## config.mk

```make
export PLATFORM = sky130hd
export DESIGN_NAME = msq_out_stage
export DESIGN_NICKNAME = d
export VERILOG_FILES = /design/src/hw/rtl/msq_pkg.sv /design/src/hw/rtl/msq_out_stage.sv
export SDC_FILE = /design/constraint.sdc
export NUM_CORES = 1
export LEC_CHECK = 0
export BUFFER_PORTS_ARGS = -buffer_cell sky130_fd_sc_hd__buf_4
export CAP_MARGIN = 20
export CORE_MARGIN = 8
export CORE_UTILIZATION = 51
export CTS_BUF_LIST = sky130_fd_sc_hd__clkbuf_2 sky130_fd_sc_hd__clkbuf_4 sky130_fd_sc_hd__clkbuf_8
export DETAILED_ROUTE_END_ITERATION = 7
export GPL_TIMING_DRIVEN = 0
export PLACE_DENSITY = 0.7
export SLEW_MARGIN = 20
export SYNTH_ARGS = -nofsm -noshare
export SYNTH_HDL_FRONTEND = slang
export SYNTH_SLANG_ARGS = --single-unit
```

## constraint.sdc

```tcl
create_clock -name clk -period 7.6 [get_ports clk]
set_input_delay 0 -clock clk [delete_from_list [all_inputs] [get_ports clk]]
set_output_delay 0 -clock clk [all_outputs]
set_load 0.05 [all_outputs]
```

## src/hw/rtl/msq_pkg.sv

```systemverilog
// Shared constants and types for the maximal-square line processor.
// No dependencies; every other file in this block refers to it by scoped names.
`default_nettype none

package msq_pkg;

	// Widest row the line store holds
	localparam int MaxCols = 1024;
	localparam int ColW    = $clog2(MaxCols);
	localparam int LenW    = $clog2(MaxCols + 1);

	localparam int CfgW  = 11;
	localparam int SideW = 11;
	localparam int AreaW = 21;

	// Row-length compares run at the wider of the register and the length range
	localparam int CmpW = (LenW > CfgW) ? LenW : CfgW;

	localparam logic [SideW-1:0] SideMax     = {SideW{1'b1}};
	localparam logic [AreaW-1:0] AreaMax     = {AreaW{1'b1}};
	localparam logic [CfgW-1:0]  RowLenReset = CfgW'(1024);

	// Control that travels with a cell from the issue stage into the compute stage
	typedef struct packed {
		logic valid;
		logic last;
		logic first_row;
		logic col_zero;
		logic filled;
	} cell_ctrl_t;

endpackage

`default_nettype wire

```

## src/hw/rtl/msq_out_stage.sv

```systemverilog
// Result path: area stage (registered square with saturation) and output register.
// Uses msq_pkg for widths and saturation limits.
`default_nettype none

module msq_out_stage (
	input  wire logic                      clk,
	input  wire logic                      arst_n,
	input  wire logic                      push,
	input  wire logic [msq_pkg::SideW-1:0] push_side,
	output logic                           stall,
	output logic                           out_valid,
	input  wire logic                      out_ready,
	output logic      [msq_pkg::SideW-1:0] largest_side,
	output logic      [msq_pkg::AreaW-1:0] largest_area
);

	logic                        valid_s2;
	logic [msq_pkg::SideW-1:0]   side_s2;
	logic                        out_valid_q;
	logic [msq_pkg::SideW-1:0]   side_q;
	logic [msq_pkg::AreaW-1:0]   area_q;
	logic [2*msq_pkg::SideW-1:0] square;
	logic                        move_s2;

	assign square  = side_s2 * side_s2;
	assign move_s2 = valid_s2 && (!out_valid_q || out_ready);
	assign stall   = valid_s2 && !move_s2;

	always_ff @(posedge clk or negedge arst_n) begin
		if (!arst_n) begin
			valid_s2    <= 1'b0;
			out_valid_q <= 1'b0;
		end else begin
			if (!stall) begin
				valid_s2 <= push;
			end
			if (move_s2) begin
				out_valid_q <= 1'b1;
			end else if (out_ready) begin
				out_valid_q <= 1'b0;
			end
		end
	end

	always_ff @(posedge clk) begin
		if (!stall) begin
			side_s2 <= push_side;
		end
		if (move_s2) begin
			side_q <= side_s2;
			area_q <= (square > (2*msq_pkg::SideW)'(msq_pkg::AreaMax))
				? msq_pkg::AreaMax : msq_pkg::AreaW'(square);
		end
	end

	assign out_valid    = out_valid_q;
	assign largest_side = side_q;
	assign largest_area = area_q;

endmodule

`default_nettype wire
```

# Yosys cells after proc, flatten, opt, wreduce, memory -nomap -nowiden

Cells that the tools add are included.

Register bits: 45
Latch bits: 0
Memory bits (writable): 0
Bits in read-only memories: 0
Output and inout port bits: 34
Word-level logic and storage cells: 15
Memories: 0

Add/sub/neg operators: 0
Multipliers: 1
Divide/modulo/power cells: 0
Order comparisons: 1
Eq/ne operators: 0
Shifts and indexed selects: 0
Multiplexer cells: 2
Bitwise operators: 0
Reductions and logical operators: 6

Operators with widths:

| cell                 | count |
|---|---|
| $gt 22x21->1 const B | 1 |
| $mul 11x11->22       | 1 |
| $logic_and 1x1->1    | 2 |
| $logic_not 1->1      | 2 |
| $mux 1               | 2 |
| $reduce_bool 2->1    | 1 |
| $logic_or 1x1->1     | 1 |

# Longest topological paths before layout

Gate-level depths: netlist of run 1.

Depth after elaboration: 5
Mapped depth: 21
Gate-level depth less buffers: 18

# Least setup slack after synthesis of run 1

No wires, ideal clock.

Kind: flip-flop to flip-flop
From: register side_s2[2] (netlist name)
To: register area_q (netlist bit largest_area[19]) (data pin)
Arrival time: 5046 ps
Required time: 7339 ps
Slack: 2293 ps
Cell stages (with the launch flop): 20
Buffers on the path: 3
Period minus slack after synthesis: 5307 ps
Cell sequence: edfxtp_1 > clkbuf_1 > nand2_1 > fa_1 > inv_1 > fa_1 > fa_1 > fa_1 > inv_1 > fa_1 > inv_1 > ha_1 > buf_2 > and3_1 > clkbuf_1 > and4_1 > a32o_1 > a211oi_1 > xor2_1 > o21ai_1

Word-level cells in the longest chain between the ends: 2

RTL lines:

| what                   | RTL line            | source |
|---|---|---|
| start, declared        | msq_out_stage.sv:18 | `logic [msq_pkg::SideW-1:0] side_s2;` |
| start signal, assigned | msq_out_stage.sv:47 | `side_s2 <= push_side;` |
| $mul 11x11->22 *       | msq_out_stage.sv:25 | `assign square = side_s2 * side_s2;` |
| $gt 22x21->1           | msq_out_stage.sv:51 | `area_q <= (square > (2*msq_pkg::SideW)'(msq_pkg::AreaMax))` |
| end signal, assigned   | msq_out_stage.sv:51 |  |
| end, declared          | msq_out_stage.sv:21 | `logic [msq_pkg::AreaW-1:0] area_q;` |

Mark *: on every way between the ends. The rest lies on a longest branch, timed or not.
A chain may end at the register's enable or synchronous reset.

# Final worst setup path of run 1

From: register side_s2[2] (netlist name)
To: register area_q (netlist bit largest_area[8]) (data pin)

Same word-level chain as after synthesis.

==> run summary, run 1 <==
The tools report the kind of start point of the critical path as a flip-flop. In the synthesized netlist, the number of instances is 491. The slew of the pin with the lowest slew margin works out to 0.796 ns.

Detailed routing inserted a total of 3513 vias. Across the routed clock network, the largest skew measured is 0.00589 ns. The post-synthesis sequential element count is 45.

The die is 115 um tall. Setup repair after global routing left no endpoint under its margin. Most used flip-flop cell after synthesis: edfxtp_1. The critical path goes through clkbuf_1 -> nand2_1 -> fa_1 -> inv_1 -> fa_1 -> fa_1 -> fa_1 -> inv_1 -> fa_1 -> inv_1 -> ha_1 -> buf_2 -> and3_1 -> clkbuf_1 -> a31oi_1 -> o21ai_2 -> clkbuf_1 -> o21ai_0. In the synthesized netlist, the cells that appear most often are inv_1 (107), fa_1 (64), ha_1 (49). Detailed placement finished with a half-perimeter wire length of 8.19 mm. The worst hold slack across all endpoints was 0.400 ns; the synthesis-to-layout area growth was 16.5%. The floorplan step defined a die boundary enclosing 13200 sq um.

In this run the mean area of a mapped cell was 10.2 sq um. Based on the critical path, the design can be clocked at up to 167 MHz. Kind of critical path: reg -> reg. Among all cell types in the netlist, the one instantiated most often is inv_1.

After routing, the total negative slack on setup checks comes to 0 ns. Die width: 115 um. The critical path contains buffers and inverters numbering 7 combined.

The finished layout holds 697 standard cells, fillers aside. At the worst endpoint, the required time is 7.65 ns. Most area-hungry cell type in the Yosys netlist: edfxtp_1.

In this run the post-CTS setup repair buffer count came out at 0. The logs give 25 for the pin count of the biggest net entering global routing and 1340 sq um for the total area of sequential cells. CTS saw 45 sinks. The flow ran to the end, and the final reports show no timing, DRC or antenna violations. The kind of cell with the highest combined delay along the critical path is adder cells.

STA puts the critical path data arrival time at 6.05 ns. The largest individual stage delay along the critical path comes from the cell fa_1. TritonCTS built the clock tree.

The logs give 1.61 ns for the setup slack after layout and 26.8% for the share of synthesized area occupied by flip-flops and latches. The core region is 9640 sq um. The run gives 0 as the final-report hold violation count. The tools report the count of pins over their slew limit as 0. Pin placement for this block handled 49 I/O pins. The post-detailed-route via-to-cell ratio came out at 5.04. For the number of buffers inserted during clock tree synthesis, the log shows 5.

For the diode insertion count for antenna repair, the log shows 0. For this block, the routed nets add up to 9.92 mm of wire. The synthesized design contains 43 enable-type register cells. Routability-driven placement finished with a final weighted congestion of 0.840. In this run the number of H-tree levels came out at 2. Global routing finished with a remaining overflow of 0. The final critical path takes up 78.9% of the cycle. The top-area cell type share of the netlist area works out to 25.8%. The pre-antenna-repair detailed-routing pass consisted of 4 iterations. After the first detailed-routing iteration, the DRC count stood at 161. In this run the worst path has a maximum fanout of 10. Dividing the detail-routed wire length by the instance count gives 14.2 um.

On the worst path, the slowest cell contributes a delay of 0.58 ns. The multi-input combinational cell area was 3170 sq um; the number of placed instances, taps included was 674. Setup violations remaining at the end of the flow were counted as 0.

The tools report the post-placement worst setup slack as 1.64 ns. Number of antenna violations at the first check in global routing: 0. The tools report the number of global-route vias before repair as 3738. The worst max-slew margin expressed relative to the limit is 46.7%, and the net count reported at finish is 691. STA classifies the critical path endpoint as a flip-flop. After synthesis, the share of flip-flops with an asynchronous set or reset is 4.44%.

After filler insertion, the fill cell instance count of the layout stands at 850. The tool flagged a number of max-cap violations equal to 0. The setup slack of the most critical reg-to-reg path was 1.61 ns. The Yosys step of the flow raised 0 warnings. The clock passes through at most 2 buffers. In the post-synthesis netlist, the biggest area contributors are edfxtp_1 (26%), fa_1 (26%), ha_1 (12%).

The final critical delay including setup and external delays is 5.99 ns, and the clock-pin slew on the worst setup and hold paths is 0.09 ns. The count of cell types in the netlist came out at 53. The worst hold path belongs to the class in -> reg. The fraction of final layout cells with drive strength greater than 1 was 13.3%. Gates resized during post-CTS repair numbered 0.

For this configuration, the core starts out at a cell density of 51.9%. Buffers placed on the I/O ports in this run total 48. For the worst-skew pair, the clock arrives at the later sink with an insertion delay of 0.31 ns. In this design, the critical path's most frequently occurring cell is fa_1. The first global-routing pass estimated 17.0 mm of wire. Global routing used 16.2% of the available tracks.

Post-synthesis cell area: 5010 sq um. The tools report the detailed-route DRC error count as 0. Number of cell rows: 36. Clock tree root buffer cell: clkbuf_8.

The detail route stage leaves a number of antenna-violating nets equal to 0.
## worst reg2reg max path, cell delays in order, from the launching register on
cell and delay, ns:
edfxtp_1 0.44, clkbuf_1 0.42, nand2_1 0.17, fa_1 0.58
inv_1 0.09, fa_1 0.51, fa_1 0.51, fa_1 0.54
inv_1 0.05, fa_1 0.53, inv_1 0.04, ha_1 0.26
buf_2 0.17, and3_1 0.16, clkbuf_1 0.21, a31oi_1 0.19
o21ai_2 0.39, clkbuf_1 0.33, o21ai_0 0.15
## kinds of logic after synthesis
group / share of synthesized area, %
buffers and inverters: 9.97
AND/OR/NAND/NOR: 12.2
adder cells (fa/ha/maj): 37.8
AO/OA/AOI/OAI: 9.40
flip-flops: 26.8
XOR/XNOR: 3.50
other: 0.0749
multiplexers: 0.200
## layout make-up
class | count | area share [%]
Inverter | 107 | 6.89
Clock buffer | 6 | 1.31
Timing Repair Buffer | 64 | 9.23
Clock inverter | 2 | 0.665
Multi-Input combinational cell | 321 | 54.4
Buffer | 19 | 1.67
Tap cell | 133 | 2.85
Sequential cell | 45 | 23.0
## per-layer routing
| metal | track usage [%] | vias to the layer above | wire (um) |
|---|---|---|---|
| met5 | 0 | - | 0 |
| met4 | 4.55 | 0 | 136 |
| met3 | 3.31 | 13 | 418 |
| met2 | 29.0 | 65 | 5180 |
| met1 | 19.2 | 1713 | 4180 |
| li1 | - | 1722 | - |
## placed cells by master (no fill, tap or decap), types with 4 or more instances in the layout
master	instances
a21o_1	6
a21oi_1	16
a31oi_1	4
and2_1	34
buf_4	48
clkbuf_1	13
clkbuf_8	5
dlygate4sd3_1	15
edfxtp_1	43
fa_1	64
ha_1	49
inv_1	107
nand2_1	33
nand3_1	9
nor2_1	13
o21ai_0	22
xnor2_1	15
xor2_1	5
## sequential cells by signal, indices dropped and copies added (netlist names)
name and flops:
largest_area 21, valid_s2 1, side_s2 11, out_valid 1
largest_side 11
## path summary, 6_finish.rpt
| kind | to | cells past startpoint | startpoint |
|---|---|---|---|
| worst max-delay path | largest_area[8] | 18 | side_s2[2] |
| worst min-delay path | side_s2[9] | 2 | push_side[9] |
| worst max register to register | largest_area[8] | 18 | side_s2[2] |
| worst min register to register | largest_side[6] | 0 | side_s2[6] |
| max in group asynchronous | valid_s2 | 3 | arst_n |
| min in group asynchronous | out_valid | 3 | arst_n |
## repair_timing
| item | CTS | global route |
|---|---|---|
| hold buffers | 15 | 0 |
| endpoints found under the hold margin | 15 | 0 |
| setup endpoints to repair | 0 | 0 |
## metrics by stage
stage	utilization (%)	cell area, sq um
3_5_place_dp	57.7	5570
3_3_place_gp	57.5	5540
4_1_cts	60.5	5830
2_1_floorplan	-	5010
5_1_grt	60.5	5830
6_report	60.5	5830
Power of run 1 is left out: the tool's default activity adds up to more than one toggle a clock period on the data nets, which glitch-free logic cannot reach.
==> run 2: changes to the inputs <==
--- a/config.mk
+++ b/config.mk
@@ -12,7 +12,7 @@
 export CTS_BUF_LIST = sky130_fd_sc_hd__clkbuf_2 sky130_fd_sc_hd__clkbuf_4 sky130_fd_sc_hd__clkbuf_8
 export DETAILED_ROUTE_END_ITERATION = 7
 export GPL_TIMING_DRIVEN = 0
-export PLACE_DENSITY = 0.7
+export PLACE_DENSITY = 0.73
 export SLEW_MARGIN = 20
 export SYNTH_ARGS = -nofsm -noshare
 export SYNTH_HDL_FRONTEND = slang
==> constraint.sdc (replaced) <==
create_clock -name clk -period 5 [get_ports clk]
set_input_delay 0 -clock clk [delete_from_list [all_inputs] [get_ports clk]]
set_output_delay 0 -clock clk [all_outputs]
set_load 0.05 [all_outputs]
==> run summary, run 2 (synthesized netlist as in run 1, its figures left out) <==
The number of flip-flops under the largest register name works out to 21. In the final layout, flip-flops and latches occupy 1340 sq um. The flow ran to the end, but the final reports show violations.

The checks that failed: setup timing. During I/O placement, the number of pins put on the boundary was 49. The clock passes through at most 2 buffers. The first-pass GRT wire length was 18.7 mm; the initial detailed-routing violation count was 178. The final clock skew came out at 0.00669 ns. Summed over all layers, the global routing overflow is 0. The final layout contains 746 nets. The die covers 13200 sq um.

For the count of pins over their slew limit, the log shows 0. The repair_antennas step left the layout with diodes totalling 0. Setup repair after global routing could not meet its margin everywhere. The combined global-route utilization of all metal layers was 17.7%. The number of cells on the worst hold path was 2.

The worst setup path is launched from a flip-flop. The H-tree was split into 2 levels. The path type of the worst min-delay path was in -> reg. In the layout the commonest cells are buf_4 (98), inv_1 (84), fa_1 (50).

At the pin with the least slew margin, the transition time is 0.824 ns. TritonCTS created 5 clock buffers. Dividing the detail-routed via count by the number of cells gives 5.19.

The final RePlAce weighted congestion is 0.850, and the die width is 115 um. The upper clock frequency limit is 196 MHz, and the sink count of the clock tree is 45. Dividing the detail-routed wire length by the instance count gives 15.7 um. TritonCTS built the clock tree. The final core area utilization was 70.3%. STA classifies the critical path endpoint as a flip-flop. For the final-report hold violation count, the log shows 0. Leaving out fill and tap cells, the most frequent cell in the layout is buf_4.

The run gives 4126 as the number of global-route vias before repair. The max-cap violation count came out at 0. The share of the clock period used by the worst path came out at 102%.

The fraction of final layout cells with drive strength greater than 1 is 37.2%. The number of filler cells placed in the layout is 719. The detailed-route via count is 3905.

Entering global routing, the biggest net connects 25 pins. The run gives 36 as the number of cell rows. The area growth from synthesis to layout is 35.3%. At the worst endpoint, the required time is 5.02 ns.

For the placed wire-length estimate after detailed placement, the log shows 8.33 mm. The final critical delay including setup and external delays came out at 5.11 ns. The count of input and output buffers was 48; the arrival time at the worst endpoint was 5.13 ns.

In this run the worst path has a maximum fanout of 7. After detailed routing, the number of remaining DRC violations is 0. The worst max-slew margin expressed relative to the limit is 44.9%. The multi-input combinational cells in the finished layout cover a total of 3560 sq um. The tools report the total wire length as 11.8 mm. The run gives 9640 sq um as the placeable core area.

The kind of critical path is reg -> reg. For the worst-skew pair, the clock arrives at the later sink with an insertion delay of 0.31 ns. The finished layout cell area came out at 6780 sq um. Hold is met by 0.402 ns. The initial standard-cell utilization of the core came out at 51.9%.

The tools report the post-placement worst setup slack as -0.553 ns. The tree is rooted in a clkbuf_8. Setup slack after layout: -0.109 ns. The first detailed-routing pass took 4 iterations.

The post-detailed-route count of antenna-violating nets was 0. Setup violations remaining at the end of the flow were counted as 18. The number of antenna violations at the first check in global routing is 0, and the worst reg2reg path depth is 18. Summing all placed instances gives a cell area of 5680 sq um. Measured along the y axis, the die boundary spans 115 um. The clock-pin slew on the worst setup and hold paths is 0.09 ns.
## run 2: cell types whose count changed in the layout (fill, tap and decap cells not counted), sizes merged
cell,before,now
buf,55,114
clkbuf,19,15
## run 2: worst paths after layout
kind | from | endpoint | slack [ns]
max | side_s2[8] | largest_area[16] | -0.11
min | push_side[3] | side_s2[3] | 0.40
max reg2reg | side_s2[8] | largest_area[16] | -0.11
min reg2reg | valid_s2 | out_valid | 0.50
max in group asynchronous | arst_n | out_valid | 4.35
min in group asynchronous | arst_n | valid_s2 | 0.53
## run 2: cell type report
class | count | share of cell area (%)
sequential | 45 | 19.8
buffer | 14 | 2.46
timing repair buffer | 124 | 15.1
clock buffer | 6 | 1.13
tap | 133 | 2.46
clock inverter | 2 | 0.572
inverter | 107 | 5.93
multi-input combinational | 321 | 52.6
## run 2: worst max-delay path: stages (launching register included)
cell	delay (ns)
edfxtp_1	0.43
buf_8	0.17
buf_6	0.12
nand2_4	0.06
inv_2	0.04
fa_1	0.51
inv_2	0.04
fa_1	0.51
inv_2	0.04
fa_1	0.47
fa_2	0.58
ha_4	0.21
ha_4	0.23
and3_4	0.18
and3_4	0.16
or3_4	0.37
o221ai_4	0.34
nor2_4	0.10
nand4b_1	0.24
## run 2: per-layer routing
layer	up-vias	share of wire [%]	track usage, %
li1	1822	-	-
met1	1948	39	20.2
met2	106	54	33.2
met3	29	4.2	2.73
met4	0	2.4	4.99
met5	-	0	0
## run 2: timing repair
item,4_1_cts,5_1_grt
pin swaps,39,58
hold endpoints to repair,15,0
buffers inserted,41,17
resized for setup,51,70
gates cloned,2,1
endpoints found under the setup margin,21,21
hold buffers,15,0
## run 2: metrics by stage
stage / setup TNS [ns] / cells
floorplan: -0.00140 / 492
global placement: -7.65 / 673
detailed placement: -8.89 / 674
CTS: -0.548 / 738
global route: -3.81 / 752
finish: -1.10 / 752
Power of run 2 is left out for the same reason.
==> run 3: changes to the inputs <==
--- a/config.mk
+++ b/config.mk
@@ -8,11 +8,11 @@
 export BUFFER_PORTS_ARGS = -buffer_cell sky130_fd_sc_hd__buf_4
 export CAP_MARGIN = 20
 export CORE_MARGIN = 8
-export CORE_UTILIZATION = 51
+export CORE_UTILIZATION = 56
 export CTS_BUF_LIST = sky130_fd_sc_hd__clkbuf_2 sky130_fd_sc_hd__clkbuf_4 sky130_fd_sc_hd__clkbuf_8
 export DETAILED_ROUTE_END_ITERATION = 7
 export GPL_TIMING_DRIVEN = 0
-export PLACE_DENSITY = 0.73
+export PLACE_DENSITY = 0.79
 export SLEW_MARGIN = 20
 export SYNTH_ARGS = -nofsm -noshare
 export SYNTH_HDL_FRONTEND = slang
==> run summary, run 3 (synthesized netlist as in run 1, its figures left out) <==
The first global-routing pass estimated 19.7 mm of wire. The initialized floorplan defines 34 standard-cell rows. The die is 111 um wide.

Measured along the y axis, the die boundary spans 111 um. The slowest stage cell on the critical path is fa_1. For the worst setup path, the data arrival time is 5.07 ns. The core region is 8680 sq um.

Once the floorplan was initialized, standard cells occupied 57.7% of the core. Setup repair after global routing could not meet its margin everywhere. The H-tree was split into 2 levels. The slew of the pin with the lowest slew margin is 0.801 ns, and the post-placement worst setup slack is -0.531 ns. Setup violations remaining at the end of the flow were counted as 2.

The worst setup path is of the reg -> reg kind. The insertion delay to the later sink of the worst-skew pair came out at 0.31 ns. In this run, CTS created clock tree buffers numbering 5. In this run the count of I/O pins placed on the die edge is 49. The tools report the clock tree root buffer cell as clkbuf_8. The flow ran to the end, but the final reports show violations. Max-cap violation count: 0.

Data on the critical path is required at its endpoint by 5.04 ns. The logs give 0 for the final-report hold violation count and 46.5% for the worst max-slew margin expressed relative to the limit. The detailed router placed 3987 vias in this run. The run gives 0 as the post-detailed-route count of antenna-violating nets.

For this run, the total global-route usage over all layers was measured as 19.3%. The setup slack after layout came out at -0.0339 ns. In the layout the commonest cells are buf_4 (98), inv_1 (84), fa_1 (53).

The post-route netlist has 37.5% of its cells at a drive strength greater than 1. For this run, the slowest stage of the critical path takes 0.55 ns. The detailed router finished its first iteration with 254 violations. TritonCTS built the clock tree. The number of antenna violations at the first check in global routing is 0. The run gives 8.52 mm as the placed wire-length estimate after detailed placement.

In this run the worst hold path is classified as in -> reg. The count of input and output buffers is 48. For this design, the sink count on the clock tree is 45.

For this run, design rule violations remaining after detail routing come to 0. The final reports fail on setup timing. The first detailed-routing pass took 4 iterations.

The clock-pin slew on the worst setup and hold paths was 0.10 ns; the synthesis-to-layout area growth was 35.4%. The run gives 4280 as the number of global-route vias before repair. Count of pins over their slew limit: 0.

The routed design has 12.6 mm of wire. For this run the aggregate overflow at the end of global routing stands at 0. The signal on the critical path passes through clkbuf_8 -> buf_4 -> buf_6 -> and2_4 -> fa_1 -> ha_2 -> inv_2 -> fa_1 -> fa_2 -> fa_1 -> inv_1 -> ha_4 -> nand2_1 -> o211ai_1 -> buf_4 -> a31oi_2 -> o21ai_2 -> buf_6 -> nor2_4 -> nand4b_1.

The die covers 12200 sq um. In the final routed layout, each cell accounts on average for 17.3 um. Static timing analysis puts the maximum clock frequency at 199 MHz. The worst path uses 101% of the clock period. In the routed layout, each cell is associated on average with a via count of 5.48. The number of flip-flops under the largest register name is 21. The cell with the most instances on the worst path was fa_1. Entering global routing, the biggest net connects 25 pins.

The worst setup path is launched from a flip-flop. Along the worst path, the maximum fanout reaches 6. Routability-driven placement finished with a final weighted congestion of 0.888. The tools report the endpoint kind of the worst setup timing path as a flip-flop. The diode insertion count for antenna repair is 0, and the final clock skew is 0.00381 ns. The number of filler cells placed in the layout was 554; the final critical delay including setup and external delays was 5.03 ns. The total area of sequential cells is 1340 sq um, and the net count reported at finish is 746. The library cell used most frequently in the layout, excluding fill and tap cells, is buf_4.

The multi-input combinational cell area is 3620 sq um. The maximum clock insertion buffer count came out at 2.
==> run 3: cell count changes in the layout (fill, tap and decap cells not counted), moves of 3 or more <==
cell / previous run / this run
o21ai_1: 2 / 14
o21ai_0: 15 / 8
o21ai_2: 7 / 1
ha_1: 33 / 29
and2_1: 23 / 20
and2_4: 12 / 15
clkbuf_4: 3 / 0
fa_1: 50 / 53
fa_2: 14 / 11
==> run 3: through the flow <==
stage	std cells	area, sq um	hold WS, ns	utilization, %	setup TNS (ns)
6_report	727	6780	0.400	78.1	-0.0386
3_5_place_dp	649	5650	-0.216	65.1	-8.62
4_1_cts	714	6510	0.397	75.1	-0.583
5_1_grt	727	6780	0.401	78.1	-1.49
3_3_place_gp	648	5620	-0.218	64.7	-7.05
2_1_floorplan	492	5120	-0.296	-	-0.00140
==> run 3: worst max-delay path, delay by kind of cell (launching register included) <==
| kind | cells | cell delay [ns] |
|---|---|---|
| adder cells (fa/ha/maj) | 6 | 2.35 |
| buffers and inverters | 7 | 0.87 |
| AO/OA/AOI/OAI | 3 | 0.57 |
| AND/OR/NAND/NOR | 4 | 0.53 |
| flip-flops | 1 | 0.44 |
==> run 3: path summary, 6_finish.rpt <==
check                           cells past startpoint  slack [ns]               end    startpoint
worst min-delay path                                2        0.40        side_s2[3]  push_side[3]
worst max-delay path                               20       -0.03  largest_area[16]    side_s2[3]
worst max register to register                     20       -0.03  largest_area[16]    side_s2[3]
worst min register to register                      1        0.50         out_valid      valid_s2
min in group asynchronous                           3        0.54         out_valid        arst_n
max in group asynchronous                           3        4.34          valid_s2        arst_n
==> run 3: routing by layer <==
layer	vias up	share of wire [%]	track usage [%]
li1	1832	-	-
met1	2009	37	20.7
met2	112	56	36.6
met3	34	4.8	3.41
met4	0	2.4	6.76
met5	-	0	0
==> run 3: area by class of cell <==
class,count,area share [%]
repair buffers,124,15.1
inverters,107,5.93
clock buffers,5,1.02
multi-input cells,321,53.4
clock inverters,3,0.314
well taps,108,1.99
flip-flops and latches,45,19.8
plain buffers,14,2.42
==> run 3: what timing repair did <==
item / 4_1_cts / 5_1_grt
gates resized for setup: 72 / 61
endpoints found under the setup margin: 21 / 21
gates cloned: 0 / 0
buffers inserted: 44 / 17
pin swaps: 61 / 60
endpoints found under the hold margin: 15 / 0
hold buffers: 15 / 0
Power of run 3 is left out for the same reason.
