===== src/hw/rtl/msq_pkg.sv =====
// Shared constants and types for the maximal-square line processor.
// No dependencies; every other file in this block refers to it by scoped names.
`default_nettype none

package msq_pkg;

	// Widest row the line store holds
	localparam int MaxCols = 1024;
	localparam int ColW    = $clog2(MaxCols);
	localparam int LenW    = $clog2(MaxCols + 1);

	localparam int CfgW  = 11;
	localparam int SideW = 11;
	localparam int AreaW = 21;

	// Row-length compares run at the wider of the register and the length range
	localparam int CmpW = (LenW > CfgW) ? LenW : CfgW;

	localparam logic [SideW-1:0] SideMax     = {SideW{1'b1}};
	localparam logic [AreaW-1:0] AreaMax     = {AreaW{1'b1}};
	localparam logic [CfgW-1:0]  RowLenReset = CfgW'(1024);

	// Control that travels with a cell from the issue stage into the compute stage
	typedef struct packed {
		logic valid;
		logic last;
		logic first_row;
		logic col_zero;
		logic filled;
	} cell_ctrl_t;

endpackage

`default_nettype wire


===== src/hw/rtl/msq_cell_pe.sv =====
// Compute stage: min(up, left, diag) + 1 (0 if empty), running best side.
// Uses msq_pkg for widths and the stage control struct.
`default_nettype none

module msq_cell_pe (
	input  wire logic                      clk,
	input  wire logic                      arst_n,
	input  wire logic                      adv,
	input  wire msq_pkg::cell_ctrl_t       ctrl_s1,
	input  wire logic [msq_pkg::SideW-1:0] up_raw,
	output logic      [msq_pkg::SideW-1:0] side,
	output logic      [msq_pkg::SideW-1:0] best_side
);

	logic [msq_pkg::SideW-1:0] left_q;
	logic [msq_pkg::SideW-1:0] diag_q;
	logic [msq_pkg::SideW-1:0] best_q;
	logic [msq_pkg::SideW-1:0] up;
	logic [msq_pkg::SideW-1:0] left;
	logic [msq_pkg::SideW-1:0] diag;
	logic [msq_pkg::SideW-1:0] min_ul;
	logic [msq_pkg::SideW-1:0] min_all;

	always_comb begin
		up      = ctrl_s1.first_row ? '0 : up_raw;
		left    = ctrl_s1.col_zero ? '0 : left_q;
		diag    = (ctrl_s1.first_row || ctrl_s1.col_zero) ? '0 : diag_q;
		min_ul  = (up < left) ? up : left;
		min_all = (min_ul < diag) ? min_ul : diag;
		if (!ctrl_s1.filled) begin
			side = '0;
		end else if (min_all == msq_pkg::SideMax) begin
			side = msq_pkg::SideMax;
		end else begin
			side = min_all + msq_pkg::SideW'(1);
		end
		best_side = (side > best_q) ? side : best_q;
	end

	// Advance neighbor and best registers; drop them at the end of a matrix
	always_ff @(posedge clk or negedge arst_n) begin
		if (!arst_n) begin
			left_q <= '0;
			diag_q <= '0;
			best_q <= '0;
		end else if (adv && ctrl_s1.valid) begin
			if (ctrl_s1.last) begin
				left_q <= '0;
				diag_q <= '0;
				best_q <= '0;
			end else begin
				left_q <= side;
				diag_q <= up;
				best_q <= best_side;
			end
		end
	end

endmodule

`default_nettype wire


===== config.mk =====
export PLATFORM = sky130hd
export DESIGN_NAME = msq_cell_pe
export DESIGN_NICKNAME = d
export VERILOG_FILES = /design/src/hw/rtl/msq_pkg.sv /design/src/hw/rtl/msq_cell_pe.sv
export SDC_FILE = /design/constraint.sdc
export NUM_CORES = 1
export LEC_CHECK = 0
export BUFFER_PORTS_ARGS = -buffer_cell sky130_fd_sc_hd__buf_2
export CAP_MARGIN = 10
export CORE_MARGIN = 2
export CORE_UTILIZATION = 39
export CTS_BUF_LIST = sky130_fd_sc_hd__clkbuf_16
export DETAILED_ROUTE_END_ITERATION = 16
export GPL_ROUTABILITY_DRIVEN = 0
export PLACE_DENSITY = 0.54
export SYNTH_ARGS = -nofsm -noshare
export SYNTH_HDL_FRONTEND = slang
export SYNTH_SLANG_ARGS = --single-unit
export TNS_END_PERCENT = 50

===== constraint.sdc =====
create_clock -name clk -period 20.2 [get_ports clk]
set_clock_uncertainty 0.05 [all_clocks]
set_input_delay 0 -clock clk [delete_from_list [all_inputs] [get_ports clk]]
set_output_delay 0 -clock clk [all_outputs]
set_load 0.02 [all_outputs]

---- Word-level counts from Yosys, hierarchy flattened ----
Index checks and enable logic that the tools add are counted.
W data, S select, Z words.
word-level totals
  register bits after elaboration ......... 33
  input bits .............................. 19
  output and inout port bits .............. 22
cells by class
  $add $sub $neg .......................... 1
  magnitude comparators ................... 3
  eq/ne operators ......................... 1
  mux-type cells .......................... 11
  reductions and logical operators ........ 2
operators by type and width
  cell                     number
  $mux W11                 11
  $lt A11 B11 Y1           2
  $add A11 B1 Y11 const B  1
  $eq A11 B11 Y1 const B   1
  $gt A11 B11 Y1           1
  $logic_and A1 B1 Y1      1
  $logic_or A1 B1 Y1       1

---- Depth between registers and ports, before layout ----
Gate-level depths: netlist of run 1.
  word-level depth ........................ 11
  depth in mapped cells ................... 47
  mapped depth without buffers ............ 40

---- Worst setup path after synthesis of run 1 ----
No wires, ideal clock.
  path kind ............................... register to output
  start ................................... reg left_q[7] in the netlist's numbering
  end ..................................... out best_side[2] in the netlist's numbering
  arrival time ............................ 8.329 ns
  data required time ...................... 20.150 ns
  slack ................................... 11.821 ns
  cell stages (with the launch flop) ...... 39
  path buffers ............................ 7
  cell sequence ........................... dfrtp_1 > nor2b_1 > inv_1 > ha_1 > a211o_1 > a221o_1 > nor3_4 > buf_2 > clkbuf_1 > o21ai_0 > ha_1 > a21oi_1 > a21oi_1 > o21a_1 > a41oi_1 > nand4_2 > a31o_2 > buf_1 > [... 3 more ...] > nand4_1 > or4_1 > buf_1 > nand4_1 > o21ai_0 > a2111oi_2 > ha_1 > o21a_1 > o21a_1 > o21ai_0 > nand2b_1 > inv_1 > a21oi_1 > a221o_2 > o41a_4 > buf_6 > buf_6 > o21ai_1
on the way
  longest elaborated chain between the ends .. 10
  elaborated cells on any way between the ends .. 11
  classes of those cells .................. add/sub: 1; order compare: 3; eq/ne: 1; mux: 6
ends and longest elaborated chain
  element                                                   RTL line                              source
  start: declaration                                        msq_cell_pe.sv:15                     logic [msq_pkg::SideW-1:0] left_q;
  start signal: assignment                                  msq_cell_pe.sv:52                     left_q <= side;
  $mux W11 (*)                                              msq_cell_pe.sv:26                     left = ctrl_s1.col_zero ? '0 : left_q;
  $lt A11 B11 Y1                                            msq_cell_pe.sv:28                     min_ul = (up < left) ? up : left;
  $mux W11 (*)                                              msq_cell_pe.sv:28
  $lt A11 B11 Y1                                            msq_cell_pe.sv:29                     min_all = (min_ul < diag) ? min_ul : diag;
  $mux W11 (*)                                              msq_cell_pe.sv:29
  $add A11 B1 Y11 / $eq A11 B11 Y1 (equally long branches)  msq_cell_pe.sv:35, msq_cell_pe.sv:32
  $mux W11 (*)                                              msq_cell_pe.sv:32                     end else if (min_all == msq_pkg::SideMax) begin
  $mux W11 (*)                                              msq_cell_pe.sv:30                     if (!ctrl_s1.filled) begin
  named net side, one bit                                   msq_cell_pe.sv:11                     output logic [msq_pkg::SideW-1:0] side,
  $gt A11 B11 Y1                                            msq_cell_pe.sv:37                     best_side = (side > best_q) ? side : best_q;
  $mux W11 (*)                                              msq_cell_pe.sv:37
  end: declaration                                          msq_cell_pe.sv:12                     output logic [msq_pkg::SideW-1:0] best_side
Mark *: on every way through the listed nets, which the timed path passes. The rest lies on a longest branch.

---- Final worst setup path of run 1 ----
  start ................................... reg left_q[7] in the netlist's numbering
  end ..................................... out best_side[1] in the netlist's numbering
on the way
  longest elaborated chain between the ends .. 10
  elaborated cells on any way between the ends .. 11
  classes of those cells .................. add/sub: 1; order compare: 3; eq/ne: 1; mux: 6
ends and longest elaborated chain
  element                                                   RTL line
  $mux W11 (*)                                              msq_cell_pe.sv:26
  $lt A11 B11 Y1                                            msq_cell_pe.sv:28
  $mux W11 (*)                                              msq_cell_pe.sv:28
  $lt A11 B11 Y1                                            msq_cell_pe.sv:29
  $mux W11 (*)                                              msq_cell_pe.sv:29
  $add A11 B1 Y11 / $eq A11 B11 Y1 (equally long branches)  msq_cell_pe.sv:35, msq_cell_pe.sv:32
  $mux W11 (*)                                              msq_cell_pe.sv:32
  $mux W11 (*)                                              msq_cell_pe.sv:30
  $gt A11 B11 Y1                                            msq_cell_pe.sv:37
  $mux W11 (*)                                              msq_cell_pe.sv:37
Mark *: on every way between the ends. The rest lies on a longest branch, timed or not.

==> results.py, run 1 <==
metrics = {
    "status": {
        "outcome": "finished clean",
    },
    "global_routing": {
        "grt_pass1_wl_um": 16800,
        "antenna_found_initial": 0,
        "grt_pass1_vias": 3186,
        "grt_max_degree": 34,
        "grt_use_total": 0.218,
        "gr-total-overflow": 0,
    },
    "floorplanning": {
        "ios": 41,
        "chipHeight_um": 97.1,
        "core_area_um2": 8300,
        "start_util": 0.407,
        "rows": 33,
        "die_w_um": 97.1,
        "dieArea_um2": 9430,
    },
    "setup_path": {
        "slowest_delay_ps": 680,
        "worstPathMaxFanout": 33,
        "required_ps": 20150,
        "arrival_ps": 9120,
        "critPathSlowestCell": "a2111oi_2",
        "crit_path_end_kind": "output pin",
        "cp_top_family": "compound AO/OA/AOI/OAI gates",
        "critPathKind": "reg2out",
        "cp.buffers_inverters": 5,
        "startpoint_type": "register",
    },
    "detailed_routing": {
        "wl_met1_um": 4720,
        "drt_iter0_markers": 317,
        "dr.pass1.iters": 5,
        "wl_met3_um": 573,
        "maxUsedRoutingLayer": "met4",
        "wl_um": 10200,
        "wire_per_inst_um": 18.6,
        "postRouteAntennaNets": 0,
        "vias_per_cell": 6.01,
        "drc": 0,
        "route.met2.wl_um": 4760,
        "via_count": 3293,
    },
    "clock_tree": {
        "cts_buffers": 5,
        "cts.repair.resized": 0,
        "clkLatencyLatePin_ps": 280,
        "cts-root-buf": "clkbuf_16",
        "htree_levels": 2,
        "clockBufferDepth": 2,
        "clock_sinks": 33,
        "cts_setup_buffers": 0,
        "cts_tree": "yes",
        "path_clk_slew_ps": 60,
    },
    "final_layout": {
        "stdcell_count": 548,
        "fin_nets": 490,
        "diodes": 0,
        "final_area_um2": 3790,
        "synthToLayoutAreaGrowth_pct": 12.0,
        "layout-drive-gt1-share": 0.151,
    },
    "yosys": {
        "syn_area_per_cell_um2": 8.17,
        "yosys_warnings": 0,
        "synthesis.nets": 462,
        "synth_async_sr_flop_share": 1.00,
        "synth-seq-area-share": 0.244,
        "syn-cell-area_um2": 3380,
        "synth-seq-cells": 33,
        "synth.distinct_cells": 66,
        "netlist_instances": 414,
        "synth_edf_count": 0,
        "synthFlopType": "dfrtp_1",
    },
    "placement": {
        "io_buffers": 40,
        "dp_cells": 539,
        "placed_area_um2": 3610,
        "dp_hpwl_um": 7830,
    },
    "timing": {
        "maxSlewHeadroom": 0.308,
        "hold_viol_final": 0,
        "setup_violations": 0,
        "post-route-period-util": 0.454,
        "clock.fmax_mhz": 109,
        "whs_ps": 29.2,
        "finalMaxSlewViolations": 0,
        "tns_ps": 0,
        "rsz0062_at_grt": "no",
        "max_slew.worst_pin.slew_ps": 1040,
        "fin_crit_ps": 9170,
    },
    "pwr": {
        "p_leak_nw": 1.67,
        "ir_worst_vdd_uv": 207,
        "powerDensity_nw_per_um2": 156,
    },
    "min_path": {
        "hp-class": "in2reg",
    },
    "job": {
        "maxCapViolations": 0,
    },
}
-- report_power, final --
group / total (W) / switching (W) / internal [W]
clock network: 0.0000848 / 0.0000276 / 0.0000572
logic: 0.000408 / 0.000260 / 0.000147
registers: 0.0000979 / 0.0000157 / 0.0000822
total: 0.000591 / 0.000304 / 0.000287
-- cells in the mapped netlist, types with 3 or more instances --
cell | instances | area (um^2)
clkbuf_1 | 13 | 48.8
a221oi_1 | 3 | 26.3
ha_1 | 29 | 363
a21oi_1 | 15 | 75.1
o21a_1 | 4 | 30.0
nand2b_1 | 16 | 100
a211oi_1 | 3 | 22.5
buf_2 | 3 | 15.0
mux2_2 | 3 | 33.8
o41ai_1 | 3 | 26.3
inv_1 | 25 | 93.8
or3_1 | 3 | 18.8
dfrtp_1 | 33 | 826
buf_6 | 4 | 45.0
o21ai_0 | 29 | 145
nor2b_1 | 7 | 43.8
buf_1 | 3 | 11.3
xnor2_1 | 7 | 61.3
o31ai_1 | 7 | 52.6
mux2i_1 | 10 | 100
a22o_1 | 9 | 78.8
o21ai_1 | 5 | 25.0
and2_1 | 3 | 18.8
xor2_1 | 8 | 70.1
nand3_1 | 17 | 85.1
nand2_1 | 63 | 236
a32o_1 | 6 | 60.1
nor2_1 | 13 | 48.8
a21o_1 | 7 | 52.6
nor3_1 | 12 | 60.1
nand4_1 | 11 | 68.8
-- sequential cells by signal, indices dropped and copies added, names as in the netlist --
register / count
best_q: 11
diag_q: 11
left_q: 11
-- logic make-up (layout without fill, tap and decap cells) --
kind of cell             after synthesis  count (layout)  share of synthesized area
buffers and inverters                 48              77                     0.0633
adder cells (fa/ha/maj)               30              30                      0.110
AO/OA/AOI/OAI                        114             114                      0.258
flip-flops                            33              33                      0.244
AND/OR/NAND/NOR                      159             159                      0.237
multiplexers                          14              14                     0.0440
XOR/XNOR                              16              16                     0.0437
-- metal layers --
metal | GRT usage | vias up
li1 | - | 1584
met1 | 0.304 | 1569
met2 | 0.354 | 126
met3 | 0.0317 | 14
met4 | 0.0607 | 0
met5 | 0 | -
-- worst register-to-register path: cells and delay by family, from the launching register on --
kind,cells,cell delay (ps)
AO/OA/AOI/OAI,16,3760
AND/OR/NAND/NOR,11,2200
adder cells (fa/ha/maj),4,1240
multiplexers,3,790
buffers and inverters,3,440
flip-flops,1,340
-- cell type report --
| class | count | area [um^2] |
|---|---|---|
| fill | 813 | 4510 |
| multi-input combinational | 333 | 2340 |
| sequential | 33 | 826 |
| timing repair buffer | 44 | 233 |
| tap | 105 | 131 |
| clock buffer | 5 | 125 |
| inverter | 25 | 93.8 |
| clock inverter | 3 | 37.5 |
-- path summary, 6_finish.rpt --
check / start / to / slack (ps) / depth (start not counted)
worst min register to register: left_q[4] / left_q[4] / 440 / 1
max in group asynchronous: arst_n / diag_q[3] / 19340 / 2
min in group asynchronous: arst_n / best_q[10] / 280 / 2
worst min-delay path: up_raw[8] / diag_q[8] / 30 / 3
worst max register to register: left_q[7] / best_q[1] / 11300 / 37
worst max-delay path: left_q[7] / best_side[1] / 11030 / 39
-- timing repair --
item	in CTS	in global routing
setup endpoints to repair	0	0
endpoints found under the hold margin	33	0
hold buffers	1	0
-- per-stage QoR --
step / utilization / total power [W] / setup slack [ps]
final: 0.456 / 0.000591 / 11030
after global routing: 0.456 / 0.000640 / 10320
after global placement: 0.436 / 0.000503 / 11490
after detailed placement: 0.436 / 0.000506 / 11380
after floorplan: - / 0.000420 / 11820
after CTS: 0.456 / 0.000592 / 11090
-- cells in the final DEF, fill, tap and decap left out, types with 12 or more instances in the layout --
| cell | netlist | final |
|---|---|---|
| nand2_1 | 63 | 63 |
| buf_2 | 3 | 40 |
| dfrtp_1 | 33 | 33 |
| o21ai_0 | 29 | 29 |
| ha_1 | 29 | 29 |
| inv_1 | 25 | 26 |
| nand3_1 | 17 | 17 |
| nand2b_1 | 16 | 16 |
| a21oi_1 | 15 | 15 |
| nor2_1 | 13 | 13 |
| nor3_1 | 12 | 12 |
Note: power is estimated with default switching activity, not from simulation.
==> run 2: changes to the inputs <==
ABC_AREA = 1   (was not set)
PLACE_DENSITY = 0.55   (was 0.54)
clock period = 9.5 ns   (was 20.2 ns; I/O delays follow)
==> results.py, run 2 <==
metrics = {
    "timing": {
        "finalMaxSlewViolations": 0,
        "rsz0062_at_grt": "no",
        "tns_ps": 0,
        "fin_crit_ps": 7270,
        "clock.fmax_mhz": 138,
        "maxSlewHeadroom": 0.406,
        "setup_violations": 0,
        "hold_viol_final": 0,
        "post-route-period-util": 0.765,
        "max_slew.worst_pin.slew_ps": 888,
    },
    "setup_path": {
        "startpoint_type": "input port",
        "timing.rr.start": "left_q[8]",
        "setup.worst_path.start": "up_raw[10]",
        "reg2reg_slack_ps": 2700,
        "slowest_delay_ps": 610,
        "timing.critical_path.mode_cell": "nand2_1",
        "required_ps": 9450,
        "critPathKind": "in2out",
        "reg2regPathDepth": 35,
        "arrival_ps": 7220,
        "regToRegEndpoint": "best_q[6]",
        "crit_path_end_kind": "output pin",
        "worstPathMaxFanout": 20,
        "critPathSlowestCell": "nand4_1",
    },
    "clock_tree": {
        "path_clk_slew_ps": 60,
        "clockBufferDepth": 2,
        "cts_setup_buffers": 0,
        "cts_tree": "yes",
        "ctsHoldBuffers": 12,
        "htree_levels": 2,
        "clkLatencyLatePin_ps": 280,
        "cts.repair.resized": 0,
        "cts-root-buf": "clkbuf_16",
        "clock_sinks": 33,
        "cts_buffers": 5,
    },
    "yosys": {
        "synth_area_leaders": "dfrtp_1, nand2_1, ha_1",
        "synth-seq-area-share": 0.259,
        "netlist_instances": 464,
        "syn_area_per_cell_um2": 6.88,
        "synth_async_sr_flop_share": 1.00,
        "syn-cell-area_um2": 3190,
        "yosys.area.top_type_share": 0.259,
        "post-synth-top-count-cell": "nand2_1",
        "yosysTopAreaCell": "dfrtp_1",
        "synthesis.nets": 512,
        "synth.distinct_cells": 37,
        "synth-seq-cells": 33,
        "synth_edf_count": 0,
        "synthFlopType": "dfrtp_1",
        "yosys_warnings": 0,
        "synth_commonest_cells": "nand2_1, inv_1, dfrtp_1, nor2_1",
    },
    "final_layout": {
        "synthToLayoutAreaGrowth_pct": 16.7,
        "top_regs": "best_q: 11 flops, diag_q: 11 flops, left_q: 11 flops",
        "fin_nets": 559,
        "final_cell_mix": "nand2_1, inv_1, buf_2",
        "layout-drive-gt1-share": 0.197,
        "final_area_um2": 3720,
        "diodes": 0,
        "final_common_cell": "nand2_1",
    },
    "global_routing": {
        "antenna_found_initial": 0,
        "grt_max_degree": 34,
        "grt_pass1_wl_um": 15000,
        "grt_pass1_vias": 3086,
        "gr-total-overflow": 0,
        "grt_use_total": 0.217,
    },
    "pwr": {
        "ir_worst_vdd_uv": 295,
        "p_leak_nw": 2.05,
        "powerDensity_nw_per_um2": 316,
    },
    "detailed_routing": {
        "maxUsedRoutingLayer": "met4",
        "vias_per_cell": 4.96,
        "via_count": 3043,
        "postRouteAntennaNets": 0,
        "dr.pass1.iters": 4,
        "drc": 0,
        "wl_um": 8890,
        "wl_met1_um": 4140,
        "drt_iter0_markers": 125,
        "wl_met3_um": 305,
        "route.met2.wl_um": 4370,
        "wire_per_inst_um": 14.5,
    },
    "min_path": {
        "hold_end": "diag_q[0]",
        "hp-class": "in2reg",
        "holdPathStages": 4,
        "hp-start": "ctrl_s1[2]",
    },
    "placement": {
        "placed_area_um2": 3440,
        "dp_hpwl_um": 7020,
        "io_buffers": 40,
    },
    "floorplanning": {
        "rows": 32,
        "core_area_um2": 7850,
        "chipHeight_um": 94.5,
        "start_util": 0.407,
        "dieArea_um2": 8920,
        "die_w_um": 94.5,
        "ios": 41,
    },
    "status": {
        "outcome": "finished clean",
    },
    "job": {
        "maxCapViolations": 0,
    },
}
-- run 2: metrics by stage --
step                instances  setup slack [ps]  hold WS, ps  power (W)  utilization
finish                    614              2230         90.2    0.00118        0.474
global route              614              1530          116    0.00129        0.474
CTS                       614              2250         93.9    0.00119        0.474
detailed placement        594              2600         92.1   0.000988        0.438
global placement          594              2830         87.7   0.000978        0.438
floorplan                 464              3760         -346   0.000823            -
-- run 2: kinds of logic (layout without fill, tap and decap cells) --
logic type / after synthesis / count (layout) / synth area share
simple gates: 250 / 250 / 0.394
buf+inv: 92 / 140 / 0.122
compound gates: 56 / 56 / 0.100
flops: 33 / 33 / 0.259
fa+ha+maj: 29 / 29 / 0.114
xor+xnor: 4 / 4 / 0.0110
-- run 2: final cells by class --
| class | instances | area, um^2 |
|---|---|---|
| Fill cell | 830 | 4120 |
| Multi-Input combinational cell | 339 | 1980 |
| Sequential cell | 33 | 826 |
| Timing Repair Buffer | 53 | 328 |
| Inverter | 79 | 299 |
| Tap cell | 102 | 128 |
| Clock buffer | 5 | 125 |
| Clock inverter | 3 | 41.3 |
-- run 2: how the worst max path moves through the flow --
stage                               to  slack (ps)  cells past startpoint
after floorplan             best_q[10]        3760                     40
final                     best_side[6]        2230                     38
after detailed placement  best_side[6]        2600                     38
after CTS                 best_side[6]        2250                     38
after global placement    best_side[6]        2830                     42
after global routing      best_side[6]        1530                     42
-- run 2: layer usage --
layer / global-route usage / vias to the layer above
li1: - / 1573
met1: 0.287 / 1413
met2: 0.380 / 50
met3: 0.0279 / 7
met4: 0.0471 / 0
met5: 0 / -
-- run 2: worst max-delay path, delay by kind of cell --
kind	cells	cell delay, ps
simple gates	23	3860
fa+ha+maj	4	1130
buf+inv	7	1130
compound gates	3	980
xor+xnor	1	110
-- run 2: power breakdown --
| part | switching [W] | internal [W] | total (W) |
|---|---|---|---|
| clock | 0.0000632 | 0.000123 | 0.000186 |
| sequential | 0.0000139 | 0.000169 | 0.000183 |
| combinational | 0.000538 | 0.000271 | 0.000809 |
==> run 3: changes to the inputs <==
clock period = 6.9 ns   (was 9.5 ns; I/O delays follow)
==> results.py, run 3 (same netlist as run 2, synthesis figures left out) <==
metrics = {
    "clock_tree": {
        "clkLatencyLatePin_ps": 280,
        "clock_sinks": 33,
        "clockBufferDepth": 2,
        "cts_tree": "yes",
        "cts-root-buf": "clkbuf_16",
        "path_clk_slew_ps": 60,
        "htree_levels": 2,
        "cts_buffers": 5,
    },
    "global_routing": {
        "grt_max_degree": 34,
        "antenna_found_initial": 0,
        "grt_pass1_vias": 2986,
        "gr-total-overflow": 0,
        "grt_pass1_wl_um": 14500,
        "grt_use_total": 0.211,
    },
    "pwr": {
        "ir_worst_vdd_uv": 358,
        "powerDensity_nw_per_um2": 432,
        "p_leak_nw": 2.06,
    },
    "timing": {
        "finalMaxSlewViolations": 0,
        "whs_ps": -0.285,
        "setup_violations": 0,
        "max_slew.worst_pin.slew_ps": 843,
        "hold_viol_final": 1,
        "maxSlewHeadroom": 0.436,
        "fin_ws_ps": 541,
        "fin_crit_ps": 6360,
        "clock.fmax_mhz": 157,
        "post-route-period-util": 0.922,
    },
    "placement": {
        "dp_hpwl_um": 7000,
        "placed_area_um2": 3450,
        "io_buffers": 40,
        "place_ws_ps": 553,
        "dp_cells": 596,
    },
    "setup_path": {
        "cp_top_family": "simple AND/OR/NAND/NOR gates",
        "arrival_ps": 6310,
        "timing.critical_path.mode_cell": "nand2_1",
        "worstPathMaxFanout": 13,
        "required_ps": 6850,
        "crit_path_end_kind": "output pin",
        "reg2regPathDepth": 36,
        "path_depth": 43,
        "critPathSlowestCell": "dlygate4sd3_1",
        "cp.buffers_inverters": 9,
        "startpoint_type": "input port",
        "critPathKind": "in2out",
        "slowest_delay_ps": 540,
    },
    "detailed_routing": {
        "route.met2.wl_um": 4230,
        "wl_met1_um": 4200,
        "wl_um": 8830,
        "postRouteAntennaNets": 0,
        "maxUsedRoutingLayer": "met4",
        "drt_iter0_markers": 168,
        "wl_met3_um": 316,
        "vias_per_cell": 4.95,
        "via_count": 3049,
        "wire_per_inst_um": 14.3,
        "dr.pass1.iters": 4,
        "drc": 0,
    },
    "final_layout": {
        "top_regs": "best_q: 11 flops, diag_q: 11 flops, left_q: 11 flops",
        "diodes": 0,
        "final_area_um2": 3780,
        "layout-drive-gt1-share": 0.212,
        "fin_nets": 561,
        "stdcell_count": 616,
        "final_common_cell": "nand2_1",
        "fin_util": 0.482,
        "synthToLayoutAreaGrowth_pct": 18.4,
        "final_cell_mix": "nand2_1, inv_1, buf_2",
    },
    "min_path": {
        "holdPathStages": 3,
        "hp-class": "in2reg",
    },
    "floorplanning": {
        "dieArea_um2": 8920,
        "die_w_um": 94.5,
        "chipHeight_um": 94.5,
        "rows": 32,
        "ios": 41,
        "core_area_um2": 7850,
        "start_util": 0.407,
    },
    "job": {
        "maxCapViolations": 0,
    },
    "status": {
        "violations": "negative hold slack",
        "outcome": "finished with violations",
    },
}
-- run 3: cell types whose count changed in the layout (fill, tap and decap cells not counted), sizes merged --
cell	change
buf	+2
dlygate4sd3	-1
nand3	+1
-- run 3: power breakdown --
part / internal (W) / switching, W
registers: 0.000233 / 0.0000199
logic: 0.000383 / 0.000741
clock network: 0.000169 / 0.0000879
-- run 3: final timing paths --
kind                       slack, ps      endpoint  startpoint
max in group asynchronous       6000    best_q[10]      arst_n
min in group asynchronous        290     diag_q[0]      arst_n
setup reg to reg                 910     best_q[6]  left_q[10]
hold reg to reg                  430     best_q[1]   best_q[1]
hold / removal                  -0.3     diag_q[9]   up_raw[9]
setup / recovery                 540  best_side[5]  up_raw[10]
-- run 3: worst register-to-register path: cells and delay by family (launching register included) --
| kind | cells | cell delay [ps] |
|---|---|---|
| xor gates and xnor gates | 1 | 120 |
| and+or+nand+nor | 23 | 2920 |
| AOI/OAI and AO/OA | 4 | 970 |
| adders and majority gates | 4 | 980 |
| DFF | 1 | 370 |
| buffers and inverters | 4 | 460 |
-- run 3: per-layer routing --
layer / global-route usage / vias up
li1: - / 1576
met1: 0.287 / 1410
met2: 0.357 / 57
met3: 0.0303 / 6
met4: 0.0471 / 0
met5: 0 / -
-- run 3: layout make-up --
class	instances	area, um^2
Inverter	79	299
Multi-Input combinational cell	340	2030
Clock buffer	5	125
Clock inverter	3	41.3
Fill cell	828	4070
Timing Repair Buffer	54	333
Tap cell	102	128
Sequential cell	33	826
-- run 3: repair_timing --
item	4_1_cts	5_1_grt
hold buffers	11	0
gates resized for setup	0	9
endpoints found under the setup margin	0	21
endpoints found under the hold margin	43	0
buffers inserted	0	0
-- run 3: stage by stage --
step,setup TNS [ps],power (W)
detailed placement,0,0.00136
CTS,0,0.00163
finish,0,0.00163
floorplan,0,0.00113
global placement,0,0.00136
global route,-512,0.00179
